$ cat src/adpe_pkg.sv
// Shared types, opcodes and helpers for the A32 data-processing execute unit.
// No dependencies; used by the execute unit and its port checker.
package adpe_pkg;

  // Data-processing opcodes, instruction bits 24..21.
  typedef enum logic [3:0] {
    OpAnd = 4'h0,
    OpEor = 4'h1,
    OpSub = 4'h2,
    OpRsb = 4'h3,
    OpAdd = 4'h4,
    OpAdc = 4'h5,
    OpSbc = 4'h6,
    OpRsc = 4'h7,
    OpTst = 4'h8,
    OpTeq = 4'h9,
    OpCmp = 4'hA,
    OpCmn = 4'hB,
    OpOrr = 4'hC,
    OpMov = 4'hD,
    OpBic = 4'hE,
    OpMvn = 4'hF
  } op_e;

  // Condition codes, instruction bits 31..28.
  typedef enum logic [3:0] {
    CondEq = 4'h0,
    CondNe = 4'h1,
    CondCs = 4'h2,
    CondCc = 4'h3,
    CondMi = 4'h4,
    CondPl = 4'h5,
    CondVs = 4'h6,
    CondVc = 4'h7,
    CondHi = 4'h8,
    CondLs = 4'h9,
    CondGe = 4'hA,
    CondLt = 4'hB,
    CondGt = 4'hC,
    CondLe = 4'hD,
    CondAl = 4'hE,
    CondNv = 4'hF
  } cond_e;

  // Shift kinds, instruction bits 6..5.
  typedef enum logic [1:0] {
    ShLsl = 2'd0,
    ShLsr = 2'd1,
    ShAsr = 2'd2,
    ShRor = 2'd3
  } shift_e;

  // Flag positions in the NZCV nibble.
  localparam int unsigned FlagN = 3;
  localparam int unsigned FlagZ = 2;
  localparam int unsigned FlagC = 1;
  localparam int unsigned FlagV = 0;

  localparam logic [3:0]  PcReg     = 4'hF;
  localparam logic [31:0] MovMask   = 32'h0FB0_0000;
  localparam logic [31:0] MovMatch  = 32'h0300_0000;

  function automatic logic cond_holds(cond_e cond, logic [3:0] f);
    logic n, z, c, v, r;
    n = f[FlagN];
    z = f[FlagZ];
    c = f[FlagC];
    v = f[FlagV];
    case (cond)
      CondEq:  r = z;
      CondNe:  r = !z;
      CondCs:  r = c;
      CondCc:  r = !c;
      CondMi:  r = n;
      CondPl:  r = !n;
      CondVs:  r = v;
      CondVc:  r = !v;
      CondHi:  r = c && !z;
      CondLs:  r = !c || z;
      CondGe:  r = (n == v);
      CondLt:  r = (n != v);
      CondGt:  r = !z && (n == v);
      CondLe:  r = z || (n != v);
      default: r = 1'b1;
    endcase
    return r;
  endfunction

endpackage

$ cat src/arm_data_processing_execute_unit.sv
// A32 data-processing execute unit: condition test, barrel shifter, ALU, flags.
// Depends on adpe_pkg for opcodes, condition codes and flag positions.

// One instruction is taken on every cycle with start high; busy is always low,
// since nothing inside can stall. Each instruction comes out as one beat marked
// by done_o, after registered stages in order: stage one tests the condition,
// decodes and runs the barrel shifter, stage two runs the 32-bit adder and the
// logic unit, stage three forms the flags and the PC write. The receiver must
// take every beat in the cycle it appears.
module arm_data_processing_execute_unit (
  input  logic        clk_i,
  input  logic        rst_ni,
  input  logic        start,
  output logic        busy,
  input  logic [31:0] instruction_i,
  input  logic [31:0] first_operand_i,
  input  logic [31:0] shift_operand_i,
  input  logic [31:0] old_destination_i,
  input  logic [3:0]  flags_in_i,
  output logic        done_o,
  output logic [31:0] result_value_o,
  output logic [3:0]  destination_o,
  output logic        write_enable_o,
  output logic [3:0]  flags_out_o,
  output logic        condition_passed_o,
  output logic        pc_written_o,
  output logic        thumb_next_o,
  output logic        unhandled_o
);

  assign busy = 1'b0;

  // ---------------- Stage one: decode and shifter ----------------
  adpe_pkg::cond_e  cond;
  adpe_pkg::op_e    op_in;
  adpe_pkg::shift_e sh_kind;
  logic        cond_pass, is_unh, is_mov, is_dp, is_cmp, we_in;
  logic        s_in, cin;
  logic [15:0] imm16;
  logic [31:0] mov_val, op2, imm32;
  logic        shco;
  logic [4:0]  amt, rot;
  logic [63:0] rot_wide;
  logic [32:0] sh_wide;

  always_comb begin
    cond      = adpe_pkg::cond_e'(instruction_i[31:28]);
    op_in     = adpe_pkg::op_e'(instruction_i[24:21]);
    s_in      = instruction_i[20];
    cin       = flags_in_i[adpe_pkg::FlagC];
    cond_pass = (cond == adpe_pkg::CondNv) || adpe_pkg::cond_holds(cond, flags_in_i);
    is_cmp    = (op_in inside {adpe_pkg::OpTst, adpe_pkg::OpTeq,
                               adpe_pkg::OpCmp, adpe_pkg::OpCmn});
    is_unh    = 1'b0;
    is_mov    = 1'b0;
    is_dp     = 1'b0;
    if (!cond_pass) begin
      is_unh = 1'b0;
    end else if (cond == adpe_pkg::CondNv) begin
      is_unh = 1'b1;
    end else if ((instruction_i & adpe_pkg::MovMask) == adpe_pkg::MovMatch) begin
      is_mov = 1'b1;
    end else if (instruction_i[27:26] != 2'b00) begin
      is_unh = 1'b1;
    end else if ((is_cmp && !s_in) || (!instruction_i[25] && instruction_i[4]) ||
                 (op_in == adpe_pkg::OpRsc)) begin
      is_unh = 1'b1;
    end else begin
      is_dp = 1'b1;
    end
    we_in = is_mov || (is_dp && !is_cmp);

    // MOVW writes the 16-bit immediate, MOVT replaces the upper half of rd.
    imm16   = {instruction_i[19:16], instruction_i[11:0]};
    mov_val = instruction_i[22] ? {imm16, old_destination_i[15:0]} : {16'h0, imm16};

    // Rotated immediate.
    imm32    = {24'h0, instruction_i[7:0]};
    rot      = {instruction_i[11:8], 1'b0};
    rot_wide = {imm32, imm32} >> rot;

    // Immediate-amount barrel shifter.
    sh_kind = adpe_pkg::shift_e'(instruction_i[6:5]);
    amt     = instruction_i[11:7];
    sh_wide = '0;
    if (instruction_i[25]) begin
      op2  = rot_wide[31:0];
      shco = (rot != 5'd0) ? rot_wide[31] : cin;
    end else begin
      case (sh_kind)
        adpe_pkg::ShLsl: begin
          sh_wide = {1'b0, shift_operand_i} << amt;
          op2     = sh_wide[31:0];
          shco    = (amt != 5'd0) ? sh_wide[32] : cin;
        end
        adpe_pkg::ShLsr: begin
          sh_wide = {shift_operand_i, 1'b0} >> amt;
          op2     = (amt != 5'd0) ? sh_wide[32:1] : 32'h0;
          shco    = (amt != 5'd0) ? sh_wide[0] : shift_operand_i[31];
        end
        adpe_pkg::ShAsr: begin
          sh_wide = 33'($signed({shift_operand_i, 1'b0}) >>> amt);
          op2     = (amt != 5'd0) ? sh_wide[32:1] : {32{shift_operand_i[31]}};
          shco    = (amt != 5'd0) ? sh_wide[0] : shift_operand_i[31];
        end
        default: begin
          // A rotate by zero is RRX: the carry enters at the top.
          rot_wide = {shift_operand_i, shift_operand_i} >> amt;
          op2      = (amt != 5'd0) ? rot_wide[31:0] : {cin, shift_operand_i[31:1]};
          shco     = (amt != 5'd0) ? rot_wide[31] : shift_operand_i[0];
        end
      endcase
    end
  end

  logic            v1_q, pass1_q, unh1_q, mov1_q, dp1_q, we1_q, s1_q, shco1_q;
  adpe_pkg::op_e   op1_q;
  logic [3:0]      dest1_q, flags1_q;
  logic [31:0]     vn1_q, op2_1_q, movval1_q;

  always_ff @(posedge clk_i or negedge rst_ni) begin
    if (!rst_ni) begin
      v1_q <= 1'b0;
    end else begin
      v1_q <= start;
    end
  end

  always_ff @(posedge clk_i) begin
    pass1_q   <= cond_pass;
    unh1_q    <= is_unh;
    mov1_q    <= is_mov;
    dp1_q     <= is_dp;
    we1_q     <= we_in;
    s1_q      <= s_in;
    shco1_q   <= shco;
    op1_q     <= op_in;
    dest1_q   <= instruction_i[15:12];
    flags1_q  <= flags_in_i;
    vn1_q     <= first_operand_i;
    op2_1_q   <= op2;
    movval1_q <= mov_val;
  end

  // ---------------- Stage two: adder and logic unit ----------------
  logic [31:0] add_a, add_b, logic_res, sum;
  logic [32:0] sum_wide;
  logic        add_c, arith, ovf;
  logic [31:0] res2_d;

  always_comb begin
    add_a     = vn1_q;
    add_b     = op2_1_q;
    add_c     = 1'b0;
    arith     = 1'b1;
    logic_res = 32'h0;
    case (op1_q)
      adpe_pkg::OpSub, adpe_pkg::OpCmp: begin
        add_b = ~op2_1_q;
        add_c = 1'b1;
      end
      adpe_pkg::OpRsb: begin
        add_a = ~vn1_q;
        add_c = 1'b1;
      end
      adpe_pkg::OpAdc: add_c = flags1_q[adpe_pkg::FlagC];
      adpe_pkg::OpSbc, adpe_pkg::OpRsc: begin
        add_b = ~op2_1_q;
        add_c = flags1_q[adpe_pkg::FlagC];
      end
      adpe_pkg::OpAdd, adpe_pkg::OpCmn: add_c = 1'b0;
      adpe_pkg::OpAnd, adpe_pkg::OpTst: begin
        arith     = 1'b0;
        logic_res = vn1_q & op2_1_q;
      end
      adpe_pkg::OpEor, adpe_pkg::OpTeq: begin
        arith     = 1'b0;
        logic_res = vn1_q ^ op2_1_q;
      end
      adpe_pkg::OpOrr: begin
        arith     = 1'b0;
        logic_res = vn1_q | op2_1_q;
      end
      adpe_pkg::OpMov: begin
        arith     = 1'b0;
        logic_res = op2_1_q;
      end
      adpe_pkg::OpBic: begin
        arith     = 1'b0;
        logic_res = vn1_q & ~op2_1_q;
      end
      default: begin
        arith     = 1'b0;
        logic_res = ~op2_1_q;
      end
    endcase
    sum_wide = {1'b0, add_a} + {1'b0, add_b} + {32'h0, add_c};
    sum      = sum_wide[31:0];
    ovf      = (add_a[31] ^ sum[31]) & (add_b[31] ^ sum[31]);
    if (mov1_q) begin
      res2_d = movval1_q;
    end else if (arith) begin
      res2_d = sum;
    end else begin
      res2_d = logic_res;
    end
  end

  logic        v2_q, pass2_q, unh2_q, dp2_q, we2_q, s2_q, arith2_q;
  logic        carry2_q, ovf2_q, shco2_q;
  logic [3:0]  dest2_q, flags2_q;
  logic [31:0] res2_q;

  always_ff @(posedge clk_i or negedge rst_ni) begin
    if (!rst_ni) begin
      v2_q <= 1'b0;
    end else begin
      v2_q <= v1_q;
    end
  end

  always_ff @(posedge clk_i) begin
    pass2_q  <= pass1_q;
    unh2_q   <= unh1_q;
    dp2_q    <= dp1_q;
    we2_q    <= we1_q;
    s2_q     <= s1_q;
    arith2_q <= arith;
    carry2_q <= sum_wide[32];
    ovf2_q   <= ovf;
    shco2_q  <= shco1_q;
    dest2_q  <= dest1_q;
    flags2_q <= flags1_q;
    res2_q   <= res2_d;
  end

  // ---------------- Stage three: flags and PC write ----------------
  logic [3:0]  flags_new, flags_d;
  logic [31:0] res_d;
  logic        pcw_d, thumb_d;

  always_comb begin
    flags_new[adpe_pkg::FlagN] = res2_q[31];
    flags_new[adpe_pkg::FlagZ] = (res2_q == 32'h0);
    flags_new[adpe_pkg::FlagC] = arith2_q ? carry2_q : shco2_q;
    flags_new[adpe_pkg::FlagV] = arith2_q ? ovf2_q : flags2_q[adpe_pkg::FlagV];
    flags_d = (dp2_q && s2_q) ? flags_new : flags2_q;
    pcw_d   = we2_q && (dest2_q == adpe_pkg::PcReg);
    thumb_d = pcw_d && res2_q[0];
    if (!we2_q) begin
      res_d = 32'h0;
    end else if (pcw_d) begin
      res_d = {res2_q[31:1], 1'b0};
    end else begin
      res_d = res2_q;
    end
  end

  always_ff @(posedge clk_i or negedge rst_ni) begin
    if (!rst_ni) begin
      done_o <= 1'b0;
    end else begin
      done_o <= v2_q;
    end
  end

  always_ff @(posedge clk_i) begin
    result_value_o     <= res_d;
    destination_o      <= dest2_q;
    write_enable_o     <= we2_q;
    flags_out_o        <= flags_d;
    condition_passed_o <= pass2_q;
    pc_written_o       <= pcw_d;
    thumb_next_o       <= thumb_d;
    unhandled_o        <= unh2_q;
  end

endmodule

$ cat config.mk
export PLATFORM = sky130hd
export DESIGN_NAME = arm_data_processing_execute_unit
export DESIGN_NICKNAME = d
export VERILOG_FILES = /design/src/adpe_pkg.sv /design/src/arm_data_processing_execute_unit.sv
export SDC_FILE = /design/constraint.sdc
export NUM_CORES = 1
export LEC_CHECK = 0
export BUFFER_PORTS_ARGS = -buffer_cell sky130_fd_sc_hd__buf_2
export CAP_MARGIN = 20
export CORE_MARGIN = 10
export CORE_UTILIZATION = 50
export DETAILED_ROUTE_END_ITERATION = 10
export PLACE_DENSITY = 0.73
export SYNTH_ARGS = -nofsm -noshare
export SYNTH_HDL_FRONTEND = slang
export SYNTH_SLANG_ARGS = --single-unit
$ cat constraint.sdc
create_clock -name clk_i -period 4.2 [get_ports clk_i]
set_input_delay 0.84 -clock clk_i [delete_from_list [all_inputs] [get_ports clk_i]]
set_output_delay 0.84 -clock clk_i [all_outputs]
set_load 0.02 [all_outputs]
# --- Yosys cells after proc, flatten, opt, wreduce, memory -nomap -nowiden ---
# Index checks and enable logic that the tools add are counted.
classes:
  reduce_logical: 36
  shift: 5
  bitwise_logic: 10
  div: 0
  add_sub_neg: 2
  n_eq_ne: 39
  n_mux: 36
  n_lt_le_gt_ge: 0
  mul: 0
ops:
  columns: ["operator", "count"]
  rows:
  - ["32-bit 2-to-1 mux", 8]
  - ["32-bit one-hot mux with 6 select lines", 1]
  - ["32-bit one-hot mux with 3 select lines", 1]
  - ["4-bit equality test, second input constant", 19]
  - ["32-bit bitwise AND", 2]
  - ["32-bit inverter", 2]
  - ["64-bit by 5-bit >> shifter with 32-bit output", 1]
  - ["40-bit by 5-bit >> shifter with 32-bit output", 1]
  - ["4-bit by 3-bit equality test with 1-bit output, second input constant", 9]
  - ["32-bit by 32-bit adder with 33-bit output", 1]
  - ["33-bit by 1-bit adder with 33-bit output", 1]
  - ["32-bit by 5-bit << shifter with 33-bit output", 1]
  - ["33-bit by 5-bit >> shifter with 33-bit output", 1]
  - ["33-bit by 5-bit >>> shifter with 33-bit output", 1]
  - ["32-bit logical NOT", 1]
  - ["32-bit OR", 1]
  - ["32-bit bitwise XOR", 1]
  - ["1-bit 2-to-1 mux", 21]
  - ["4-bit by 2-bit equality test with 1-bit output, second input constant", 4]
  - ["16-bit 2-to-1 mux", 1]
  - ["1-bit one-hot mux with 14 select lines", 1]
  - ["4-bit by 1-bit equality test with 1-bit output, second input constant", 2]
  - ["1-bit logical AND", 8]
  - ["4-bit logical NOT", 2]
  - ["other kinds (21)", 37]
totals:
  latchBits: 0
  ram_bits: 0
  in_bits: 135
  word_cells: 166
  out_inout_bits: 47
  mem_count: 0
  ff_bits: 212
  mem_bits_ro: 0

# --- Logic depth before layout (Yosys ltp) ---
depth:
  word_depth: 12
  depth_mapped: 17

# --- Worst setup path before layout ---
# No wires, ideal clock.
synth_timing:
  path_kind: "flip-flop to flip-flop"
  start: "register op1_q[0]"
  end: "register res2_q[30]"
  n_path_buf: 2
  path_slack_ns: -0.118
  stages_incl_launch_ff: 18
  setup_ns: 0.095
  period_less_slack_ns: 4.318
  required_time_ns: 4.105
  arrival_time_ns: 4.223
  path_cell_list: "dfxtp_1 clkbuf_1 inv_1 nor4b_2 clkbuf_1 xnor2_1 fa_1 inv_1 fa_1 a211oi_1 nor2_1 o31ai_1 a21boi_1 a31oi_2 o21ai_1 o31ai_1 xor2_1 a221oi_1"
synth_via:
  elab_chain_cells: 7
  elab_cells_between_ends: 30
synth_lines:
  columns: ["item", "line_no", "rtl"]
  rows:
  - ["start: declaration", "arm_data_processing_execute_unit.sv:117", "adpe_pkg::op_e op1_q;"]
  - ["start signal: assignment", "arm_data_processing_execute_unit.sv:137", "op1_q <= op_in;"]
  - ["4-bit by 3-bit equality test with 1-bit output, or another cell as far along", "arm_data_processing_execute_unit.sv:157", "case (op1_q)"]
  - ["4-bit OR reduction (no line)", null, null]
  - ["32-bit 2-to-1 mux", null, null]
  - ["32-bit by 32-bit adder with 33-bit output", "arm_data_processing_execute_unit.sv:197", "sum_wide = {1'b0, add_a} + {1'b0, add_b} + {32'h0, add_c};"]
  - ["33-bit by 1-bit adder with 33-bit output", "arm_data_processing_execute_unit.sv:197", null]
  - ["32-bit 2-to-1 mux *", "arm_data_processing_execute_unit.sv:202", "end else if (arith) begin"]
  - ["32-bit 2-to-1 mux *", "arm_data_processing_execute_unit.sv:200", "if (mov1_q) begin"]
  - ["net res2_d[30]", "arm_data_processing_execute_unit.sv:149", "logic [31:0] res2_d;"]
  - ["end signal: assignment", "arm_data_processing_execute_unit.sv:234", "res2_q <= res2_d;"]
  - ["end: declaration", "arm_data_processing_execute_unit.sv:212", "logic [31:0] res2_q;"]
# The timed path passes the listed nets; every way through them passes the cells marked *.
# A chain may end at the register's enable or synchronous reset.

# --- Final worst setup path ---
layout_timing:
  start: "register op1_q[2]"
  end: "register res2_q[26]"
# Same word-level chain as after synthesis.

==> results_dict.tcl <==
set metrics [dict create \
    min_path_type "input port to async pin" \
    timing.final.hold_violations 0 \
    grt_max_degree 72 \
    clockRootBuffer "clkbuf_16" \
    finalCritPeriodShare_pct 96.2 \
    clk_path_buf_depth 3 \
    postCtsHoldBufs 0 \
    tns_ps 0 \
    p_sw_mw 2.52 \
    relSlewSlack_pct 34.3 \
    antenna_found_initial 3 \
    pwr-share-comb_pct 36.1 \
    drv_slew 0 \
    synth_ff_type "dfxtp_1" \
    nets 2347 \
    synth.avg_cell_area_um2 7.94 \
    fin_util_pct 57.6 \
    via_per_inst 6.63 \
    postRouteAntennaNets 0 \
    synthToLayoutAreaGrowth_pct 14.1 \
    multi_input_area_um2 10700 \
    skew_ps 28.7 \
    wl_mm 67.9 \
    ys_types 86 \
    fin_crit_ps 4040 \
    leakage_nw 7.63 \
    synth_compound_area_share_pct 26.3 \
    ys_warn_count 0 \
    syn-instance-count 2002 \
    cts_setup_buffers 0 \
    yosysMostFrequentCell "nor2_1" \
    synthTopCellsByCount "nor2_1, dfxtp_1, a21oi_1" \
    fillers 2881 \
    ff2ff_setup_slack_ps 160 \
    synthArstFlopShare_pct 1.42 \
    fp.dieArea_um2 39300 \
    path_cells "inv_1, nor2_1, o22ai_1, a32oi_1, fa_1, inv_1, fa_1, a211oi_2, nor2_1, o31ai_1, buf_4, a21boi_1, a31oi_2, o21ai_1, buf_4, o22ai_1, xor2_1, a221oi_1" \
    synth_adder_area_share_pct 5.21 \
    cts_buffers 21 \
    initialDrtViolationCount 1969 \
    grt_first_pass_wirelength_mm 99.9 \
    status "finished, final reports clean" \
    drcViolationCount 0 \
    gp_routability_congestion 1.09 \
    synthMuxAreaShare_pct 13.4 \
    worst_slew_pin_slew_ps 961 \
    crit_slowest_cell "fa_1" \
    fmaxAchievable_mhz 248 \
    ys_seq_area_share_pct 26.8 \
    crit_fanout 7 \
    core_area_um2 31500 \
    portBuffers 164 \
    placementRows 65 \
    clkTransAtPathRegs_ps 70 \
    synth_top_family_by_area "compound AO/OA/AOI/OAI gates" \
    setup_violations 0 \
    grt_pass1_vias 16200 \
    overflow 0 \
    ff2ff_path_depth 18 \
    cts.htree.levels 1 \
    power.share.switching_pct 37.1 \
    cp-start-kind "register" \
    post_route_cells_drive_above_1_share_pct 18.6 \
    ys_seq_elements 212 \
    arrival_ps 4460 \
    pwr_density_cell_nw_per_um2 375 \
    cts_tree "built" \
    synthXorXnorAreaFrac_pct 4.96 \
    maxCapViolCount 0 \
    die_x_um 198 \
    synth_area_um2 15900 \
    regArea_um2 4260 \
    reg2reg_to "res2_q[26]$_DFF_P_" \
    grt_usage_pct 33.2 \
    firstDrtPassIters 6 \
    synth_top_area_share_pct 26.3 \
    cts.sinks 212 \
    worstSetupPathType "register to register" \
    peakVddDrop_uv 238 \
    seqPwrFrac_pct 35.4 \
    cp-end-kind "register" \
    max_stage_delay_ps 480 \
    die_y_um 198 \
    rsz0062_at_grt "no" \
    boundaryPins 182 \
    syn_nets 2202 \
    clk_latency_ps 530 \
    required_ps 4620 \
    cts_resized 0 \
    yosysTopAreaCell "dfxtp_1" \
    routedWlPerCell_um 26.5 \
    vias 17000 \
    timing.rr.start "op1_q[2]$_DFF_P_" \
    pwr-share-clk_pct 28.5 \
    start_util_pct 50.5 \
    hpwl_mm 50.5 \
    synth.area.top_cells "dfxtp_1, a21oi_1, nor2_1" \
    synth-simple-area-share_pct 17.1 \
    synth_edf_count 0 \
    p_int_mw 4.28 \
]
==> final cells by class <==
class	count	share of cell area [%]
Multi-Input combinational cell	1555	58.9
Sequential cell	212	23.5
Timing Repair Buffer	268	9.02
Clock buffer	24	3.07
Tap cell	402	2.77
Inverter	89	1.84
Clock inverter	14	0.890
Antenna cell	1	0.0138
==> registers in the layout, summed over array words and instances, names as in the netlist, 4 cells and up <==
signal          count
flags_out_o         4
result_value_o     32
movval1_q          32
dest2_q             4
op2_1_q            32
flags1_q            4
vn1_q              32
flags2_q            4
op1_q               4
destination_o       4
dest1_q             4
res2_q             32
==> routing by layer <==
metal	global-route usage, %	vias to the layer above	wire length, um
li1	-	7617	-
met1	38.4	7997	24900
met2	54.3	1094	31100
met3	4.48	302	5870
met4	26.4	2	6110
met5	0	-	17
==> cells by family (layout without fill, tap and decap cells) <==
logic type,Yosys count,count (layout)
compound gates,652,652
xor+xnor,90,90
fa+ha+maj,65,65
buf+inv,235,395
flops,212,212
mux,155,155
other cells,1,2
simple gates,592,592
==> cell usage in the layout (no fill, tap or decap), types with 8 or more instances in the layout <==
cell / netlist / layout
a221oi_1: 18 / 18
o2111ai_1: 8 / 8
a22oi_1: 14 / 14
xnor2_1: 78 / 78
ha_1: 63 / 63
o221ai_1: 40 / 40
a21oi_1: 188 / 187
mux2i_1: 77 / 77
clkbuf_16: 0 / 21
nor4_1: 11 / 11
buf_2: 20 / 163
mux4_2: 31 / 31
o31ai_1: 9 / 8
buf_4: 4 / 101
nor2b_1: 30 / 30
mux4_1: 9 / 9
a211oi_1: 19 / 18
nand3_1: 26 / 26
a221o_1: 8 / 8
o22ai_1: 28 / 28
o21a_1: 9 / 9
inv_1: 86 / 85
nand2_1: 175 / 175
mux2_2: 38 / 38
dfxtp_1: 209 / 208
nand4_1: 8 / 8
a31oi_1: 41 / 41
xor2_1: 12 / 12
o21ai_1: 8 / 8
nor3_1: 22 / 22
and2_1: 56 / 56
nor2_1: 218 / 218
o21ai_0: 142 / 142
a311oi_1: 14 / 14
a21o_1: 22 / 22
o211ai_1: 20 / 20
nand2b_1: 14 / 14
==> power by group through the flow <==
stage	logic [mW]	registers (mW)	clock network, mW
floorplan	1.53	2.39	0
global placement	2.31	2.43	0
detailed placement	2.35	2.44	0
CTS	2.36	2.40	1.97
global route	2.61	2.43	2.04
finish	2.45	2.40	1.94
==> worst max-delay path by stage <==
| stage | from | end | slack [ps] |
|---|---|---|---|
| CTS | op1_q[2]$_DFF_P_ | res2_q[30]$_DFF_P_ | 140 |
| floorplan | op1_q[0]$_DFF_P_ | res2_q[30]$_DFF_P_ | 40 |
| finish | op1_q[2]$_DFF_P_ | res2_q[26]$_DFF_P_ | 160 |
| global route | op1_q[2]$_DFF_P_ | res2_q[28]$_DFF_P_ | 20 |
| global placement | op1_q[2]$_DFF_P_ | res2_q[30]$_DFF_P_ | 180 |
| detailed placement | op1_q[3]$_DFF_P_ | res2_q[30]$_DFF_P_ | 130 |
==> worst max-delay path: cells and delay by family, from the launching register on <==
kind                       cells  cell delay, ps
adders and majority gates      2             750
buffers and inverters          4             520
xor gates and xnor gates       1              90
and+or+nand+nor                2             220
DFF                            1             400
AOI/OAI and AO/OA              9            1940
==> stage by stage <==
| stage | area (um2) | worst slack [ps] | std cells | hold slack (ps) | total power, mW |
|---|---|---|---|---|---|
| after global placement | 17400 | 178 | 2526 | 311 | 4.73 |
| after global routing | 18100 | 17.4 | 2565 | 108 | 7.07 |
| after detailed placement | 17400 | 132 | 2526 | 312 | 4.78 |
| after CTS | 18100 | 144 | 2564 | 92.2 | 6.72 |
| final | 18100 | 162 | 2565 | 111 | 6.80 |
| after floorplan | 15900 | 43.5 | 2002 | 310 | 3.93 |
(Power assumes the default switching activity.)
